===== config.mk =====
export PLATFORM = sky130hd
export DESIGN_NAME = tick_duration_to_dotted_lengths
export DESIGN_NICKNAME = d
export VERILOG_FILES = /design/src/rtl/tdl_pkg.sv /design/src/rtl/tick_duration_to_dotted_lengths.sv /design/src/rtl/tdl_ram.sv /design/src/rtl/tdl_div.sv
export SDC_FILE = /design/constraint.sdc
export NUM_CORES = 2
export LEC_CHECK = 0
export ABC_AREA = 1
export ABC_CLOCK_PERIOD_IN_PS = 6600
export BUFFER_PORTS_ARGS = -buffer_cell sky130_fd_sc_hd__buf_4
export CORE_UTILIZATION = 45
export DETAILED_ROUTE_END_ITERATION = 8
export GPL_ROUTABILITY_DRIVEN = 1
export SYNTH_ARGS = -nofsm -noshare
export SYNTH_HDL_FRONTEND = slang
export SYNTH_SLANG_ARGS = --single-unit

===== constraint.sdc =====
create_clock -name clk_i -period 6.6 [get_ports clk_i]
set_input_delay 0.99 -clock clk_i [delete_from_list [all_inputs] [get_ports clk_i]]
set_output_delay 0.99 -clock clk_i [all_outputs]
set_load 0.02 [all_outputs]

===== src/rtl/tdl_pkg.sv =====
// ----------------------------------------------------------------------------
// tdl_pkg - shared definitions for the tick duration splitter
// Data width of the serial divider, reset constants and field codes.
// ----------------------------------------------------------------------------
package tdl_pkg;

  // width of durations, bar lengths and the divider datapath
  localparam int DW = 16;

  // reset value of the bar length and of the whole-note register
  localparam logic [DW-1:0] BAR_RESET = 16'd1920;

  // most pieces per duration
  localparam logic [6:0] PIECE_CAP = 7'd64;

  // request kinds carried in tuser
  localparam logic REQ_LOAD = 1'b0;
  localparam logic REQ_NOTE = 1'b1;

  // marks after a piece
  localparam logic [1:0] MARK_NONE = 2'd0;
  localparam logic [1:0] MARK_BAR  = 2'd1;
  localparam logic [1:0] MARK_LINE = 2'd2;

  // split stages of one duration
  typedef enum logic [1:0] {
    ST_BAR  = 2'd0,
    ST_GAP  = 2'd1,
    ST_FILL = 2'd2
  } stage_e;

endpackage


===== src/rtl/tick_duration_to_dotted_lengths.sv =====
// ----------------------------------------------------------------------------
// tick_duration_to_dotted_lengths - split note durations into dotted pieces
// Load items fill the signature table; note items yield tied pieces with
// bar and line marks.
// ----------------------------------------------------------------------------
// A note item yields up to 64 pieces, one at a time; no new item is accepted
// until the last piece has been taken. Each piece waits on m_axis_tready, and
// the dot search runs on the single bit-serial divider, which does up to two
// divisions per dot count tried. A zero duration yields no result.
module tick_duration_to_dotted_lengths import tdl_pkg::*; #(
  parameter int SIG_ENTRIES = 16,
  parameter int MAX_DOTS    = 14
) (
  input  logic        clk_i,
  input  logic        rst_ni,
  input  logic        cfg_we_i,
  input  logic [15:0] cfg_data_i,
  input  logic        s_axis_tvalid,
  output logic        s_axis_tready,
  // entry_index, entry_start_tick, entry_bar_ticks, duration_ticks, pad
  input  logic [71:0] s_axis_tdata,
  // req_type
  input  logic [0:0]  s_axis_tuser,
  output logic        m_axis_tvalid,
  input  logic        m_axis_tready,
  // piece_value, dot_count, tied, mark_after, overlong
  output logic [23:0] m_axis_tdata,
  // tick_form
  output logic [0:0]  m_axis_tuser,
  output logic        m_axis_tlast
);

  localparam int IW = (SIG_ENTRIES > 1) ? $clog2(SIG_ENTRIES) : 1;
  localparam int EW = 48;

  typedef enum logic [5:0] {
    S_IDLE = 6'b000001,
    S_PLAN = 6'b000010,
    S_D1   = 6'b000100,
    S_D2   = 6'b001000,
    S_UPD  = 6'b010000,
    S_OUT  = 6'b100000
  } state_e;

  // divisor 2^(d+1)-1 of a value with d dots
  function automatic logic [DW-1:0] dot_div(logic [3:0] d);
    logic [DW:0] t;
    t = ({{DW{1'b0}}, 1'b1} << d);
    return DW'((t << 1) - {{DW{1'b0}}, 1'b1});
  endfunction

  // input fields
  logic [3:0]  in_index;
  logic [31:0] in_start;
  logic [15:0] in_bar;
  logic [15:0] in_dur;
  logic        in_fire;
  assign in_index = s_axis_tdata[3:0];
  assign in_start = s_axis_tdata[35:4];
  assign in_bar   = s_axis_tdata[51:36];
  assign in_dur   = s_axis_tdata[67:52];
  assign in_fire  = s_axis_tvalid && s_axis_tready;

  state_e        state_q, state_d;
  stage_e        stage_q, stage_d;
  logic [15:0]   whole_q;
  logic [IW-1:0] sig_idx_q, sig_idx_d;
  logic [15:0]   tib_q, tib_d;
  logic [17:0]   til_q, til_d;
  logic [31:0]   tot_q, tot_d;
  logic [15:0]   rem_q, rem_d;
  logic [6:0]    n_q, n_d;
  logic [15:0]   p_q, p_d;
  logic [3:0]    d_q, d_d;
  logic [15:0]   val_q, val_d;
  logic [3:0]    nd_q, nd_d;
  logic          form_q, form_d;
  logic [SIG_ENTRIES-1:0] valid_q;

  logic [15:0]   o_val_q, o_val_d;
  logic [3:0]    o_nd_q, o_nd_d;
  logic          o_form_q, o_form_d;
  logic          o_tied_q, o_tied_d;
  logic [1:0]    o_mark_q, o_mark_d;
  logic          o_over_q, o_over_d;
  logic          o_last_q, o_last_d;

  // whole-note register
  always_ff @(posedge clk_i or negedge rst_ni) begin
    if (!rst_ni) begin
      whole_q <= BAR_RESET;
    end else if (cfg_we_i) begin
      whole_q <= cfg_data_i;
    end
  end

  // signature table: bar ticks over start tick, valid bits in flops
  logic [IW+3:0] idx_ext;
  logic          load_ok;
  logic [IW:0]   nx;
  logic [EW-1:0] ra_data, rb_data;
  assign idx_ext = {{IW{1'b0}}, in_index};
  assign load_ok = in_fire && (s_axis_tuser[0] == REQ_LOAD)
                   && (idx_ext < (IW+4)'(SIG_ENTRIES));
  assign nx      = {1'b0, sig_idx_q} + (IW+1)'(1);

  tdl_ram #(.WIDTH(EW), .DEPTH(SIG_ENTRIES)) u_sig_ram (
    .clk_i     (clk_i),
    .we_i      (load_ok),
    .waddr_i   (idx_ext[IW-1:0]),
    .wdata_i   ({in_bar, in_start}),
    .ra_addr_i (sig_idx_q),
    .rb_addr_i (nx[IW-1:0]),
    .ra_data_o (ra_data),
    .rb_data_o (rb_data)
  );

  always_ff @(posedge clk_i or negedge rst_ni) begin
    if (!rst_ni) begin
      valid_q <= '0;
    end else if (load_ok) begin
      valid_q[idx_ext[IW-1:0]] <= 1'b1;
    end
  end

  logic [15:0] cur_bar, nbar;
  logic [31:0] nstart;
  logic        nvalid;
  assign cur_bar = valid_q[sig_idx_q] ? ra_data[47:32] : BAR_RESET;
  assign nvalid  = (nx < (IW+1)'(SIG_ENTRIES)) && valid_q[nx[IW-1:0]];
  assign nstart  = rb_data[31:0];
  assign nbar    = rb_data[47:32];

  // shared divider
  logic          div_go, div_done;
  logic [DW-1:0] div_n, div_dv, div_quot, div_rem;

  tdl_div u_div (
    .clk_i      (clk_i),
    .rst_ni     (rst_ni),
    .start_i    (div_go),
    .dividend_i (div_n),
    .divisor_i  (div_dv),
    .done_o     (div_done),
    .quot_o     (div_quot),
    .rem_o      (div_rem)
  );

  // split planning terms
  logic [15:0] rest, fillp, ly_cur, ly_nxt;
  logic [31:0] gap;
  logic        take_bar, take_gap, last_dot;
  assign rest     = cur_bar - tib_q;
  assign take_bar = (tib_q < cur_bar) && (rest < rem_q);
  assign gap      = nstart - tot_q;
  assign take_gap = nvalid && (nstart > tot_q) && (gap < {16'd0, rem_q});
  assign fillp    = ((cur_bar != 16'd0) && (rem_q >= cur_bar)) ? cur_bar : rem_q;
  assign ly_cur   = dot_div(d_q);
  assign ly_nxt   = dot_div(d_q + 4'd1);
  assign last_dot = (d_q == 4'(MAX_DOTS - 1));

  // counter update terms
  logic [16:0] tib_sum;
  logic [18:0] til_sum;
  logic [15:0] tib1, tib2, bb;
  logic [17:0] til1, til2, bb4;
  logic [31:0] tot1;
  logic        chg;
  logic [15:0] rem_left;
  logic [6:0]  n_next;
  assign tib_sum  = {1'b0, tib_q} + {1'b0, p_q};
  assign tib1     = tib_sum[16] ? 16'hFFFF : tib_sum[15:0];
  assign til_sum  = {1'b0, til_q} + {3'd0, p_q};
  assign til1     = til_sum[18] ? 18'h3FFFF : til_sum[17:0];
  assign tot1     = tot_q + {16'd0, p_q};
  assign chg      = nvalid && (nstart == tot1);
  assign tib2     = chg ? 16'd0 : tib1;
  assign til2     = chg ? 18'd0 : til1;
  assign bb       = chg ? nbar : cur_bar;
  assign bb4      = {bb, 2'b00};
  assign rem_left = rem_q - p_q;
  assign n_next   = n_q + 7'd1;

  // sequencer
  always_comb begin
    state_d   = state_q;
    stage_d   = stage_q;
    sig_idx_d = sig_idx_q;
    tib_d     = tib_q;
    til_d     = til_q;
    tot_d     = tot_q;
    rem_d     = rem_q;
    n_d       = n_q;
    p_d       = p_q;
    d_d       = d_q;
    val_d     = val_q;
    nd_d      = nd_q;
    form_d    = form_q;
    o_val_d   = o_val_q;
    o_nd_d    = o_nd_q;
    o_form_d  = o_form_q;
    o_tied_d  = o_tied_q;
    o_mark_d  = o_mark_q;
    o_over_d  = o_over_q;
    o_last_d  = o_last_q;
    div_go    = 1'b0;
    div_n     = p_q;
    div_dv    = ly_cur;
    unique case (state_q)
      S_IDLE: begin
        if (in_fire && (s_axis_tuser[0] == REQ_NOTE) && (in_dur != 16'd0)) begin
          rem_d   = in_dur;
          n_d     = 7'd0;
          stage_d = ST_BAR;
          state_d = S_PLAN;
        end
      end
      S_PLAN: begin
        // pick the next piece length, then start the dot search at zero dots
        case (stage_q)
          ST_BAR: begin
            stage_d = ST_GAP;
            if (take_bar) begin
              p_d     = rest;
              state_d = S_D1;
            end
          end
          ST_GAP: begin
            stage_d = ST_FILL;
            if (take_gap) begin
              p_d     = gap[15:0];
              state_d = S_D1;
            end
          end
          default: begin
            p_d     = fillp;
            state_d = S_D1;
          end
        endcase
        if (state_d == S_D1) begin
          d_d    = 4'd0;
          div_go = 1'b1;
          div_n  = p_d;
          div_dv = dot_div(4'd0);
        end
      end
      S_D1: begin
        // p divisible by 2^(d+1)-1 and the whole note by the base length
        if (div_done) begin
          if ((div_rem == '0) && (div_quot != '0)
              && ((whole_q & (ly_cur >> 1)) == 16'd0)) begin
            div_go  = 1'b1;
            div_n   = whole_q >> d_q;
            div_dv  = div_quot;
            state_d = S_D2;
          end else if (last_dot) begin
            val_d   = p_q;
            nd_d    = 4'd0;
            form_d  = 1'b1;
            state_d = S_UPD;
          end else begin
            d_d    = d_q + 4'd1;
            div_go = 1'b1;
            div_dv = ly_nxt;
          end
        end
      end
      S_D2: begin
        if (div_done) begin
          if (div_rem == '0) begin
            val_d   = div_quot;
            nd_d    = d_q;
            form_d  = 1'b0;
            state_d = S_UPD;
          end else if (last_dot) begin
            val_d   = p_q;
            nd_d    = 4'd0;
            form_d  = 1'b1;
            state_d = S_UPD;
          end else begin
            d_d     = d_q + 4'd1;
            div_go  = 1'b1;
            div_dv  = ly_nxt;
            state_d = S_D1;
          end
        end
      end
      S_UPD: begin
        // advance counters, signature and marks, then present the item
        tot_d     = tot1;
        o_mark_d  = chg ? MARK_LINE : MARK_NONE;
        sig_idx_d = chg ? nx[IW-1:0] : sig_idx_q;
        tib_d     = tib2;
        til_d     = til2;
        if (til2 >= bb4) begin
          tib_d    = (tib2 >= bb) ? tib2 - bb : 16'd0;
          til_d    = til2 - bb4;
          o_mark_d = MARK_LINE;
        end else if (tib2 >= bb) begin
          tib_d = tib2 - bb;
          if (!chg) begin
            o_mark_d = MARK_BAR;
          end
        end
        o_val_d  = val_q;
        o_nd_d   = nd_q;
        o_form_d = form_q;
        o_tied_d = (n_q != 7'd0);
        o_over_d = (n_next == PIECE_CAP) && (rem_left != 16'd0);
        o_last_d = (n_next == PIECE_CAP) || (rem_left == 16'd0);
        rem_d    = rem_left;
        n_d      = n_next;
        state_d  = S_OUT;
      end
      S_OUT: begin
        if (m_axis_tready) begin
          state_d = o_last_q ? S_IDLE : S_PLAN;
        end
      end
      default: state_d = S_IDLE;
    endcase
  end

  // control registers
  always_ff @(posedge clk_i or negedge rst_ni) begin
    if (!rst_ni) begin
      state_q   <= S_IDLE;
      stage_q   <= ST_BAR;
      sig_idx_q <= '0;
      tib_q     <= '0;
      til_q     <= '0;
      tot_q     <= '0;
      rem_q     <= '0;
      n_q       <= '0;
      d_q       <= '0;
    end else begin
      state_q   <= state_d;
      stage_q   <= stage_d;
      sig_idx_q <= sig_idx_d;
      tib_q     <= tib_d;
      til_q     <= til_d;
      tot_q     <= tot_d;
      rem_q     <= rem_d;
      n_q       <= n_d;
      d_q       <= d_d;
    end
  end

  // payload registers
  always_ff @(posedge clk_i) begin
    p_q      <= p_d;
    val_q    <= val_d;
    nd_q     <= nd_d;
    form_q   <= form_d;
    o_val_q  <= o_val_d;
    o_nd_q   <= o_nd_d;
    o_form_q <= o_form_d;
    o_tied_q <= o_tied_d;
    o_mark_q <= o_mark_d;
    o_over_q <= o_over_d;
    o_last_q <= o_last_d;
  end

  // ports
  assign s_axis_tready = (state_q == S_IDLE);
  assign m_axis_tvalid = (state_q == S_OUT);
  assign m_axis_tdata  = {o_over_q, o_mark_q, o_tied_q, o_nd_q, o_val_q};
  assign m_axis_tuser  = o_form_q;
  assign m_axis_tlast  = o_last_q;

endmodule


===== src/rtl/tdl_ram.sv =====
// ----------------------------------------------------------------------------
// tdl_ram - generic RAM, one write port, two registered read ports
// Contents are undefined until written.
// ----------------------------------------------------------------------------
module tdl_ram #(
  parameter int WIDTH = 48,
  parameter int DEPTH = 16,
  localparam int AW = (DEPTH > 1) ? $clog2(DEPTH) : 1
) (
  input  logic             clk_i,
  input  logic             we_i,
  input  logic [AW-1:0]    waddr_i,
  input  logic [WIDTH-1:0] wdata_i,
  input  logic [AW-1:0]    ra_addr_i,
  input  logic [AW-1:0]    rb_addr_i,
  output logic [WIDTH-1:0] ra_data_o,
  output logic [WIDTH-1:0] rb_data_o
);

  logic [WIDTH-1:0] mem [DEPTH];

  // write port
  always_ff @(posedge clk_i) begin
    if (we_i) begin
      mem[waddr_i] <= wdata_i;
    end
  end

  // registered reads
  always_ff @(posedge clk_i) begin
    ra_data_o <= mem[ra_addr_i];
    rb_data_o <= mem[rb_addr_i];
  end

endmodule


===== src/rtl/tdl_div.sv =====
// ----------------------------------------------------------------------------
// tdl_div - bit-serial restoring divider
// One quotient bit per cycle; done pulses once quotient and remainder hold.
// ----------------------------------------------------------------------------
module tdl_div import tdl_pkg::*; (
  input  logic          clk_i,
  input  logic          rst_ni,
  input  logic          start_i,
  input  logic [DW-1:0] dividend_i,
  input  logic [DW-1:0] divisor_i,
  output logic          done_o,
  output logic [DW-1:0] quot_o,
  output logic [DW-1:0] rem_o
);

  localparam int CW = $clog2(DW + 1);

  logic [DW-1:0] a_q, r_q, dv_q;
  logic [CW-1:0] cnt_q;
  logic          done_q;
  logic [DW:0]   trial;
  logic          ge;

  // shift in the next dividend bit and try the subtraction
  assign trial = {r_q, a_q[DW-1]};
  assign ge    = (trial >= {1'b0, dv_q});

  // control
  always_ff @(posedge clk_i or negedge rst_ni) begin
    if (!rst_ni) begin
      cnt_q  <= '0;
      done_q <= 1'b0;
    end else if (start_i) begin
      cnt_q  <= CW'(DW);
      done_q <= 1'b0;
    end else if (cnt_q != '0) begin
      cnt_q  <= cnt_q - CW'(1);
      done_q <= (cnt_q == CW'(1));
    end else begin
      done_q <= 1'b0;
    end
  end

  // datapath
  always_ff @(posedge clk_i) begin
    if (start_i) begin
      a_q  <= dividend_i;
      r_q  <= '0;
      dv_q <= divisor_i;
    end else if (cnt_q != '0) begin
      a_q <= {a_q[DW-2:0], ge};
      r_q <= ge ? DW'(trial - {1'b0, dv_q}) : trial[DW-1:0];
    end
  end

  assign done_o = done_q;
  assign quot_o = a_q;
  assign rem_o  = r_q;

endmodule

After elaboration in Yosys (flattened, before gate mapping)
Memories as Yosys holds them, arrays and structs flattened. A register that Yosys moved wholly into a read port is not among the register bits.
Index checks and enable logic that the tools add are counted.
{ "word_totals": {"reg_bits": 254, "ram_bits": 768, "output_inout_bits": 28, "mem_count": 1} }
{ "memory_table": {"columns": ["memory", "depth", "word_bits", "rd", "rd_ports_with_merged_regs", "wr", "line", "rtl"], "rows": [
  ["u_sig_ram.mem", 16, 48, 2, 2, 1, "tdl_ram.sv:20", "logic [WIDTH-1:0] mem [DEPTH];"]
]} }
{ "op_classes": {"addsub": 15, "magnitude_cmp": 14, "n_eq_ne": 21, "shifts": 3, "muxes": 96, "n_bitwise": 3, "reduce_logical": 37} }
{ "ops": {"columns": ["operator", "n"], "rows": [
  ["$mux W16", 28],
  ["$pmux W16 S2", 4],
  ["$reduce_bool A16 Y1", 4],
  ["$sub A16 B16 Y16", 4],
  ["$mux W18", 3],
  ["$mux W6", 9],
  ["$logic_not A16 Y1", 3],
  ["$pmux W16 S3", 1],
  ["$mux W4", 11],
  ["$pmux W6 S6", 1],
  ["$add A32 B16 Y32", 1],
  ["$eq A32 B32 Y1", 1],
  ["$ge A16 B16 Y1", 2],
  ["$gt A32 B32 Y1", 1],
  ["$lt A16 B16 Y1", 2],
  ["$lt A32 B16 Y1", 1],
  ["$sub A16 B1 Y16 const B", 2],
  ["$sub A32 B32 Y32", 1],
  ["$shl A1 B4 Y15 const A", 2],
  ["$lt A4 B5 Y1 const B", 4],
  ["$mux W5", 4],
  ["$add A18 B16 Y19", 1],
  ["$ge A18 B18 Y1", 1],
  ["$mux W1", 18],
  ["other kinds (50)", 80]
]} }

Depth between registers and ports, before layout
{ "logic_depth": {"depth_word": 13, "ltp_mapped": 41} }

By module
Synthesis repeated with hierarchy kept, for this count alone.
{ "hier_totals": {"hier_cells": 9087, "hier_area_um2": 69569.2} }
{ "modules_own_cells": {"columns": ["mod", "n_inst", "cells_per_inst", "area_per_inst_um2", "seq_area_each_um2"], "rows": [
  ["tdl_ram", 1, 4961, 42874.9, 24984.0],
  ["tick_duration_to_dotted_lengths", 1, 3681, 23376.2, 5326.4],
  ["tdl_div", 1, 445, 3318.2, 1431.4]
]} }

Worst setup path after synthesis
OpenSTA, ideal clock, no wires.
{ "synth_timing": {"kind": "reg2reg", "startpoint": "reg p_q[0]", "endpoint": "reg tib_q[14]", "arrival_ns": 5.295, "required_time_ns": 6.523, "path_slack_ns": 1.228, "path_stages_with_launch": 37, "n_path_buf": 4, "period_less_slack_ns": 5.372, "path_cell_list": "edfxtp_1 -> ha_1 -> inv_1 -> fa_1 -> inv_1 -> nand3_1 -> nand2_1 -> nand2_1 -> nand2_1 -> nand2_1 -> nand2_2 -> nand3_1 -> nand3_1 -> nand2_1 -> nor2_1 -> nand2_1 -> nor2_1 -> nand4_2 -> buf_4 -> buf_6 -> o21ai_0 -> inv_1 -> ha_1 -> fa_1 -> o21ai_0 -> a21oi_1 -> inv_1 -> a21oi_1 -> o21ai_0 -> inv_1 -> o21ai_0 -> nand3_1 -> nand2_1 -> buf_2 -> clkbuf_1 -> a31oi_1 -> a21oi_1"} }
{ "synth_via": {"elab_chain_cells": 7, "elab_cells_between_ends": 16, "classes_between": "add/sub: 4; order compare: 2; eq/ne: 1; mux: 8; reduce/logical: 1"} }
{ "synth_lines": {"columns": ["item", "line", "rtl"], "rows": [
  ["start: declaration", "tick_duration_to_dotted_lengths.sv:73", "logic [15:0] p_q, p_d;"],
  ["start signal: assignment", "tick_duration_to_dotted_lengths.sv:351", "p_q <= p_d;"],
  ["$add A32 B16 Y32", "tick_duration_to_dotted_lengths.sv:175", "assign tot1 = tot_q + {16'd0, p_q};"],
  ["$eq A32 B32 Y1", "tick_duration_to_dotted_lengths.sv:176", "assign chg = nvalid && (nstart == tot1);"],
  ["$logic_and A1 B1 Y1", "tick_duration_to_dotted_lengths.sv:176", null],
  ["$mux W16 (on tied branches)", "tick_duration_to_dotted_lengths.sv:177, tick_duration_to_dotted_lengths.sv:179", null],
  ["$sub A16 B16 Y16 or $ge A16 B16 Y1 (tied branches)", "tick_duration_to_dotted_lengths.sv:296, tick_duration_to_dotted_lengths.sv:300, tick_duration_to_dotted_lengths.sv:299", null],
  ["$mux W16 (on tied branches)", "tick_duration_to_dotted_lengths.sv:299, tick_duration_to_dotted_lengths.sv:296", null],
  ["$mux W16 *", "tick_duration_to_dotted_lengths.sv:295", "if (til2 >= bb4) begin"],
  ["end signal: assignment", "tick_duration_to_dotted_lengths.sv:340", "tib_q <= tib_d;"],
  ["end: declaration", "tick_duration_to_dotted_lengths.sv:68", "logic [15:0] tib_q, tib_d;"]
]} }
Every way passes the cells marked *; elsewhere a longest branch is shown, timed or not.
A chain may end at the register's enable or synchronous reset.

Worst setup path in the final report
{ "layout_timing": {"startpoint": "reg sig_idx_q[1]", "endpoint": "reg u_div.a_q[15], in the netlist u_div.quot_o[15] (enable)"} }
{ "layout_via": {"elab_chain_cells": 13, "elab_cells_between_ends": 22, "classes_between": "add/sub: 2; order compare: 3; eq/ne: 1; mux: 11; reduce/logical: 5"} }
{ "layout_lines": {"columns": ["item", "line", "rtl"], "rows": [
  ["start: declaration", "tick_duration_to_dotted_lengths.sv:67", "logic [IW-1:0] sig_idx_q, sig_idx_d;"],
  ["start signal: assignment", "tick_duration_to_dotted_lengths.sv:339", "sig_idx_q <= sig_idx_d;"],
  ["$bmux W1 S4 or $add A4 B1 Y5 (tied branches)", "tick_duration_to_dotted_lengths.sv:129, tick_duration_to_dotted_lengths.sv:105", null],
  ["$mux W1 (implied by the code) or $bmux W1 S4 (tied branches)", "tick_duration_to_dotted_lengths.sv:129, tick_duration_to_dotted_lengths.sv:130", null],
  ["$mux W16 or $mux W1 (tied branches)", "tick_duration_to_dotted_lengths.sv:129, tick_duration_to_dotted_lengths.sv:130", null],
  ["$sub A16 B16 Y16 or $logic_and A1 B1 Y1 (tied branches)", "tick_duration_to_dotted_lengths.sv:153, tick_duration_to_dotted_lengths.sv:130", null],
  ["$lt A16 B16 Y1 or $logic_and A1 B1 Y1 (tied branches)", "tick_duration_to_dotted_lengths.sv:154, tick_duration_to_dotted_lengths.sv:156", null],
  ["$logic_and A1 B1 Y1 (on tied branches)", "tick_duration_to_dotted_lengths.sv:154, tick_duration_to_dotted_lengths.sv:156", null],
  ["$mux W6 (on tied branches)", "tick_duration_to_dotted_lengths.sv:223, tick_duration_to_dotted_lengths.sv:230", null],
  ["$pmux W6 S2 *", "tick_duration_to_dotted_lengths.sv:220", "case (stage_q)"],
  ["$mux W6 *", "tick_duration_to_dotted_lengths.sv:209", "unique case (state_q)"],
  ["$eq A6 B3 Y1 *", "tick_duration_to_dotted_lengths.sv:240", "if (state_d == S_D1) begin"],
  ["$mux W1 *", "tick_duration_to_dotted_lengths.sv:240", null],
  ["$pmux W1 S3 *", "tick_duration_to_dotted_lengths.sv:209", null],
  ["$reduce_bool A2 Y1 (no line) *", null, null],
  ["end signal: assignment", "tdl_div.sv:47", "a_q <= dividend_i;"],
  ["end signal: assignment", "tdl_div.sv:51", "a_q <= {a_q[DW-2:0], ge};"],
  ["end: declaration", "tdl_div.sv:18", "logic [DW-1:0] a_q, r_q, dv_q;"]
]} }
Every way passes the cells marked *; elsewhere a longest branch is shown, timed or not. The select of a mux whose other input is x is not followed.

==> results.md <==
- STA classifies the critical path endpoint as a register.
- The count of nets left with antenna violations once routing finished came out at 0.
- For the worst-skew pair, the clock arrives at the later sink with an insertion delay of 0.78 ns.
- Setup repair after global routing left no endpoint under its margin.
- The via count is 49114.
- The floorplan die width is 366 µm.
- Relative to the synthesized area, the layout overhead comes to 11.7%.
- The via count of the first global-routing pass is 45060.
- The initial utilization of the core area, before any placement, comes to 45.3%.
- The region available for standard cell placement spans 131000 µm².
- For the worst setup path, the data required time is 7.07 ns.
- Measured against its own limit, the worst slew margin works out to 24.8%.
- In this run the count of I/O pins placed on the die edge is 122.
- The dominant synthesized flop cell is sky130_fd_sc_hd__edfxtp_1.
- Once layout is done, the placed cells without fillers occupy 66600 µm².
- The number of antenna violations at the first check in global routing is 13.
- The clock arrives with 0.0944 ns of skew.
- The final core utilization is 50.6%.
- Before antenna repair, the detailed router went through 9 iterations.
- The placed instances occupy a cell area of 62500 µm².
- The maximum number of pins on one net before global-route repair is 238.
- For this run, design rule violations remaining after detail routing come to 0.
- After synthesis, the netlist uses 72 different library cells.
- The routed design has 189000 µm of wire.
- The flow ran to the end, and the final reports show no timing, DRC or antenna violations.
- The first global-routing pass estimated 280000 µm of wire.
- The clock passes through at most 3 buffers.
- The first routing iteration left 5323 violations.
- Setup violations remaining at the end of the flow were counted as 0.
- The worst register-to-register path has a setup slack of 0.45 ns.
- The HPWL after detailed placement is 125000 µm.
- The CTS root buffer is sky130_fd_sc_hd__clkbuf_16.
- The tool flagged a number of max-cap violations equal to 0.
- The number of max-slew violations in the final report is 0.
- The final period demand of the worst path is 6.15 ns.
- The capturing element of the worst setup path is u_div.quot_o[15].
- The most frequent cell on the critical path is sky130_fd_sc_hd__nand2_1.
- The post-layout worst setup margin is 0.451 ns.
- The die height is 366 µm.
- During synthesis, Yosys emitted a total of 0 warnings.
- The cell with the largest stage delay on the worst path is sky130_fd_sc_hd__dfrtp_2.
- Power spread over the standard cell area amounts to 367 nW/µm².
- The endpoint identified for the worst register-to-register timing path is u_div.quot_o[15].
- The H-tree was split into 3 levels.
- At the placement stage, the worst setup path has a slack of 0.241 ns.
- Synthesis produced a netlist whose cell count is 6678.
- The transition time of the tightest slew-check pin is 1.13 ns.
- Summing every instance area after synthesis gives 59600 µm².
- The delay of the slowest critical-path stage is 0.62 ns.
- Clock tree synthesis found a total of 1086 sinks.
- In this run the worst setup path begins at sig_idx_q[1].
- The largest fanout on the critical path is 19.
- The number of clock buffers added by TritonCTS is 117.
- The smallest hold slack is 0.248 ns.
- Routability-driven placement finished with a final weighted congestion of 0.988.
- Dividing the detail-routed wire length by the instance count gives 22.0 µm.
- The library cells used most frequently in the layout, excluding fill and tap cells, are sky130_fd_sc_hd__nand2_1, sky130_fd_sc_hd__edfxtp_1, sky130_fd_sc_hd__o21ai_0, sky130_fd_sc_hd__nor2_1, sky130_fd_sc_hd__inv_1.
- The min-delay analysis places its worst path in the category in2async.
- Across the VDD grid, the largest voltage drop is 0.261 mV.
- The number of port buffers is 117.
- The leakage power of the design is 27.0 nW.
- Global routing finished with a remaining overflow of 0.
- The floorplan has 133 rows.
- The synthesized design contains 1086 register bits.
- The clock tree from TritonCTS is done.
- The most common library cell in the layout ignoring fill and taps is sky130_fd_sc_hd__nand2_1.
- By startpoint and endpoint, the worst setup path is classified as reg2reg.
- In this run the critical register-to-register path is launched from sig_idx_q[1].
- The number of hold violations in the final report was 0.
- The number of nets handed over by synthesis was 7001.
- The post-route netlist has 8.09% of its cells at a drive strength greater than 1.
- Counting flops with a built-in enable in the synthesized netlist gives 863.
- In the finished design, the share of the clock period the worst path needs comes to 93.2%.
- Summed over all failing endpoints, the final setup total negative slack is 0 ns.
- For this run, the total global-route usage over all layers was measured as 27.4%.
- The average instance in the mapped netlist occupies 8.92 µm².
- STA classifies the critical path startpoint as a register.
- The die covers 134000 µm².
- The share of flip-flops with an asynchronous set or reset after synthesis is 13.2%.
- The achievable frequency is 163 MHz.
- The depth of the worst register-to-register path is 33.
- The sequential fraction of the synthesis area is 52.2%.
- For this run, the post-layout net count is 7041.
- After clock tree synthesis, the flow added hold-fix buffers numbering 0.
- The data arrival at the endpoint of the critical path is 6.61 ns.
- Clock-pin slew was measured on the worst setup and hold paths at 0.07 ns.
- In the routed layout, each cell is associated on average with a via count of 5.73.
Yosys cell counts (6+ instances only):
| master | count | area, µm² |
|---|---|---|
| sky130_fd_sc_hd__ha_1 | 220 | 2750 |
| sky130_fd_sc_hd__a21boi_0 | 9 | 67.6 |
| sky130_fd_sc_hd__nor4_1 | 25 | 156 |
| sky130_fd_sc_hd__buf_2 | 26 | 130 |
| sky130_fd_sc_hd__nand3b_1 | 14 | 105 |
| sky130_fd_sc_hd__buf_1 | 17 | 63.8 |
| sky130_fd_sc_hd__nor3_2 | 7 | 70.1 |
| sky130_fd_sc_hd__nand2_2 | 14 | 87.6 |
| sky130_fd_sc_hd__a21o_1 | 6 | 45.0 |
| sky130_fd_sc_hd__a221oi_1 | 23 | 201 |
| sky130_fd_sc_hd__inv_2 | 11 | 41.3 |
| sky130_fd_sc_hd__o211ai_1 | 121 | 908 |
| sky130_fd_sc_hd__fa_1 | 9 | 180 |
| sky130_fd_sc_hd__and3_1 | 12 | 75.1 |
| sky130_fd_sc_hd__o21bai_1 | 12 | 90.1 |
| sky130_fd_sc_hd__o22ai_1 | 49 | 307 |
| sky130_fd_sc_hd__inv_1 | 641 | 2410 |
| sky130_fd_sc_hd__xor2_1 | 76 | 666 |
| sky130_fd_sc_hd__buf_4 | 12 | 90.1 |
| sky130_fd_sc_hd__o21ai_1 | 16 | 80.1 |
| sky130_fd_sc_hd__nand4_1 | 59 | 369 |
| sky130_fd_sc_hd__nand3_2 | 9 | 90.1 |
| sky130_fd_sc_hd__nand3_1 | 379 | 1900 |
| sky130_fd_sc_hd__o221ai_1 | 147 | 1290 |
| sky130_fd_sc_hd__clkinv_1 | 7 | 26.3 |
| sky130_fd_sc_hd__xnor2_1 | 42 | 368 |
| sky130_fd_sc_hd__nor2_2 | 11 | 68.8 |
| sky130_fd_sc_hd__o2111ai_1 | 11 | 96.3 |
| sky130_fd_sc_hd__buf_6 | 6 | 67.6 |
| sky130_fd_sc_hd__nor2_1 | 679 | 2550 |
| sky130_fd_sc_hd__a21oi_1 | 404 | 2020 |
| sky130_fd_sc_hd__dfrtp_1 | 138 | 3450 |
| sky130_fd_sc_hd__nand2_1 | 1279 | 4800 |
| sky130_fd_sc_hd__or2_2 | 28 | 175 |
| sky130_fd_sc_hd__dfxtp_1 | 80 | 1600 |
| sky130_fd_sc_hd__a31oi_1 | 13 | 81.3 |
| sky130_fd_sc_hd__edfxtp_1 | 863 | 25900 |
| sky130_fd_sc_hd__nor3_1 | 42 | 210 |
| sky130_fd_sc_hd__clkbuf_1 | 258 | 968 |
| sky130_fd_sc_hd__o21ai_0 | 835 | 4180 |
| sky130_fd_sc_hd__o21a_1 | 7 | 52.6 |
final cells by class:
type | count | area [µm²]
well taps | 1755 | 2200
multi-input cells | 4611 | 24800
clock buffers | 159 | 3210
flip-flops and latches | 1086 | 31100
repair buffers | 241 | 1930
clock inverters | 63 | 787
fillers | 12297 | 64900
inverters | 661 | 2500
diodes | 1 | 2.50
routing by layer:
layer  track usage [%]  vias up  share of wire [%]
li1                  -    23402                  -
met1              39.2    23526                 44
met2              43.8     1866                 46
met3              3.46      312                7.2
met4              7.43        8                2.7
met5                 0        -              0.033
cells by family (layout without fill, tap and decap cells):
kind of cell,after synthesis,count (layout),share of synthesized area [%]
buffers and inverters,981,1124,6.40
muxes,6,6,0.111
other,0,1,0
adders and majority gates,229,229,4.92
and+or+nand+nor,2578,2578,18.2
AOI/OAI and AO/OA,1671,1671,16.1
DFF,1086,1086,52.2
xor gates and xnor gates,127,127,2.05
state kept, by name, summed over array words and instances (netlist names), 6 cells and up:
register / count
o_val_q: 16
whole_q: 16
u_div.dv_q: 16
rem_q: 16
u_sig_ram.rb_data_o: 48
tib_q: 16
state_q: 6
tot_q: 32
val_q: 16
p_q: 16
til_q: 18
u_div.rem_o: 16
u_sig_ram.mem: 768
valid_q: 16
n_q: 7
u_div.quot_o: 16
u_sig_ram.ra_data_o: 16
worst min-delay path by stage:
stage                         endpoint  slack [ns]  startpoint  depth (start not counted)
after floorplan           m_axis_tuser        0.42      form_q                          0
after CTS                    tot_q[19]        0.22      rst_ni                          1
after global placement     o_val_q[14]        0.44   val_q[14]                          0
after detailed placement   o_val_q[14]        0.44   val_q[14]                          0
final                        tot_q[19]        0.25      rst_ni                          1
after global routing         tot_q[19]        0.26      rst_ni                          1
what timing repair did:
item,CTS,global route
setup buffers,0,4
setup endpoints to repair,0,66
resized for setup,0,7
report_power, final:
group          total, W  switching [W]  internal, W
sequential      0.00840       0.000427      0.00797
clock           0.00680        0.00287      0.00393
combinational   0.00920        0.00598      0.00322
through the flow:
| stage | cells | power (W) |
|---|---|---|
| finish | 8577 | 0.0244 |
| global route | 8576 | 0.0258 |
| CTS | 8572 | 0.0243 |
| detailed placement | 8350 | 0.0175 |
| global placement | 8350 | 0.0174 |
| floorplan | 6678 | 0.0150 |
worst max-delay path: cells and delay by family (launching register included):
kind | cells | cell delay [ns]
XOR/XNOR | 1 | 0.17
AO/OA/AOI/OAI | 6 | 1.31
AND/OR/NAND/NOR | 15 | 1.87
adder cells (fa/ha/maj) | 2 | 0.58
buffers and inverters | 9 | 1.31
flip-flops | 1 | 0.62
Power figures use the tool's default switching activity.
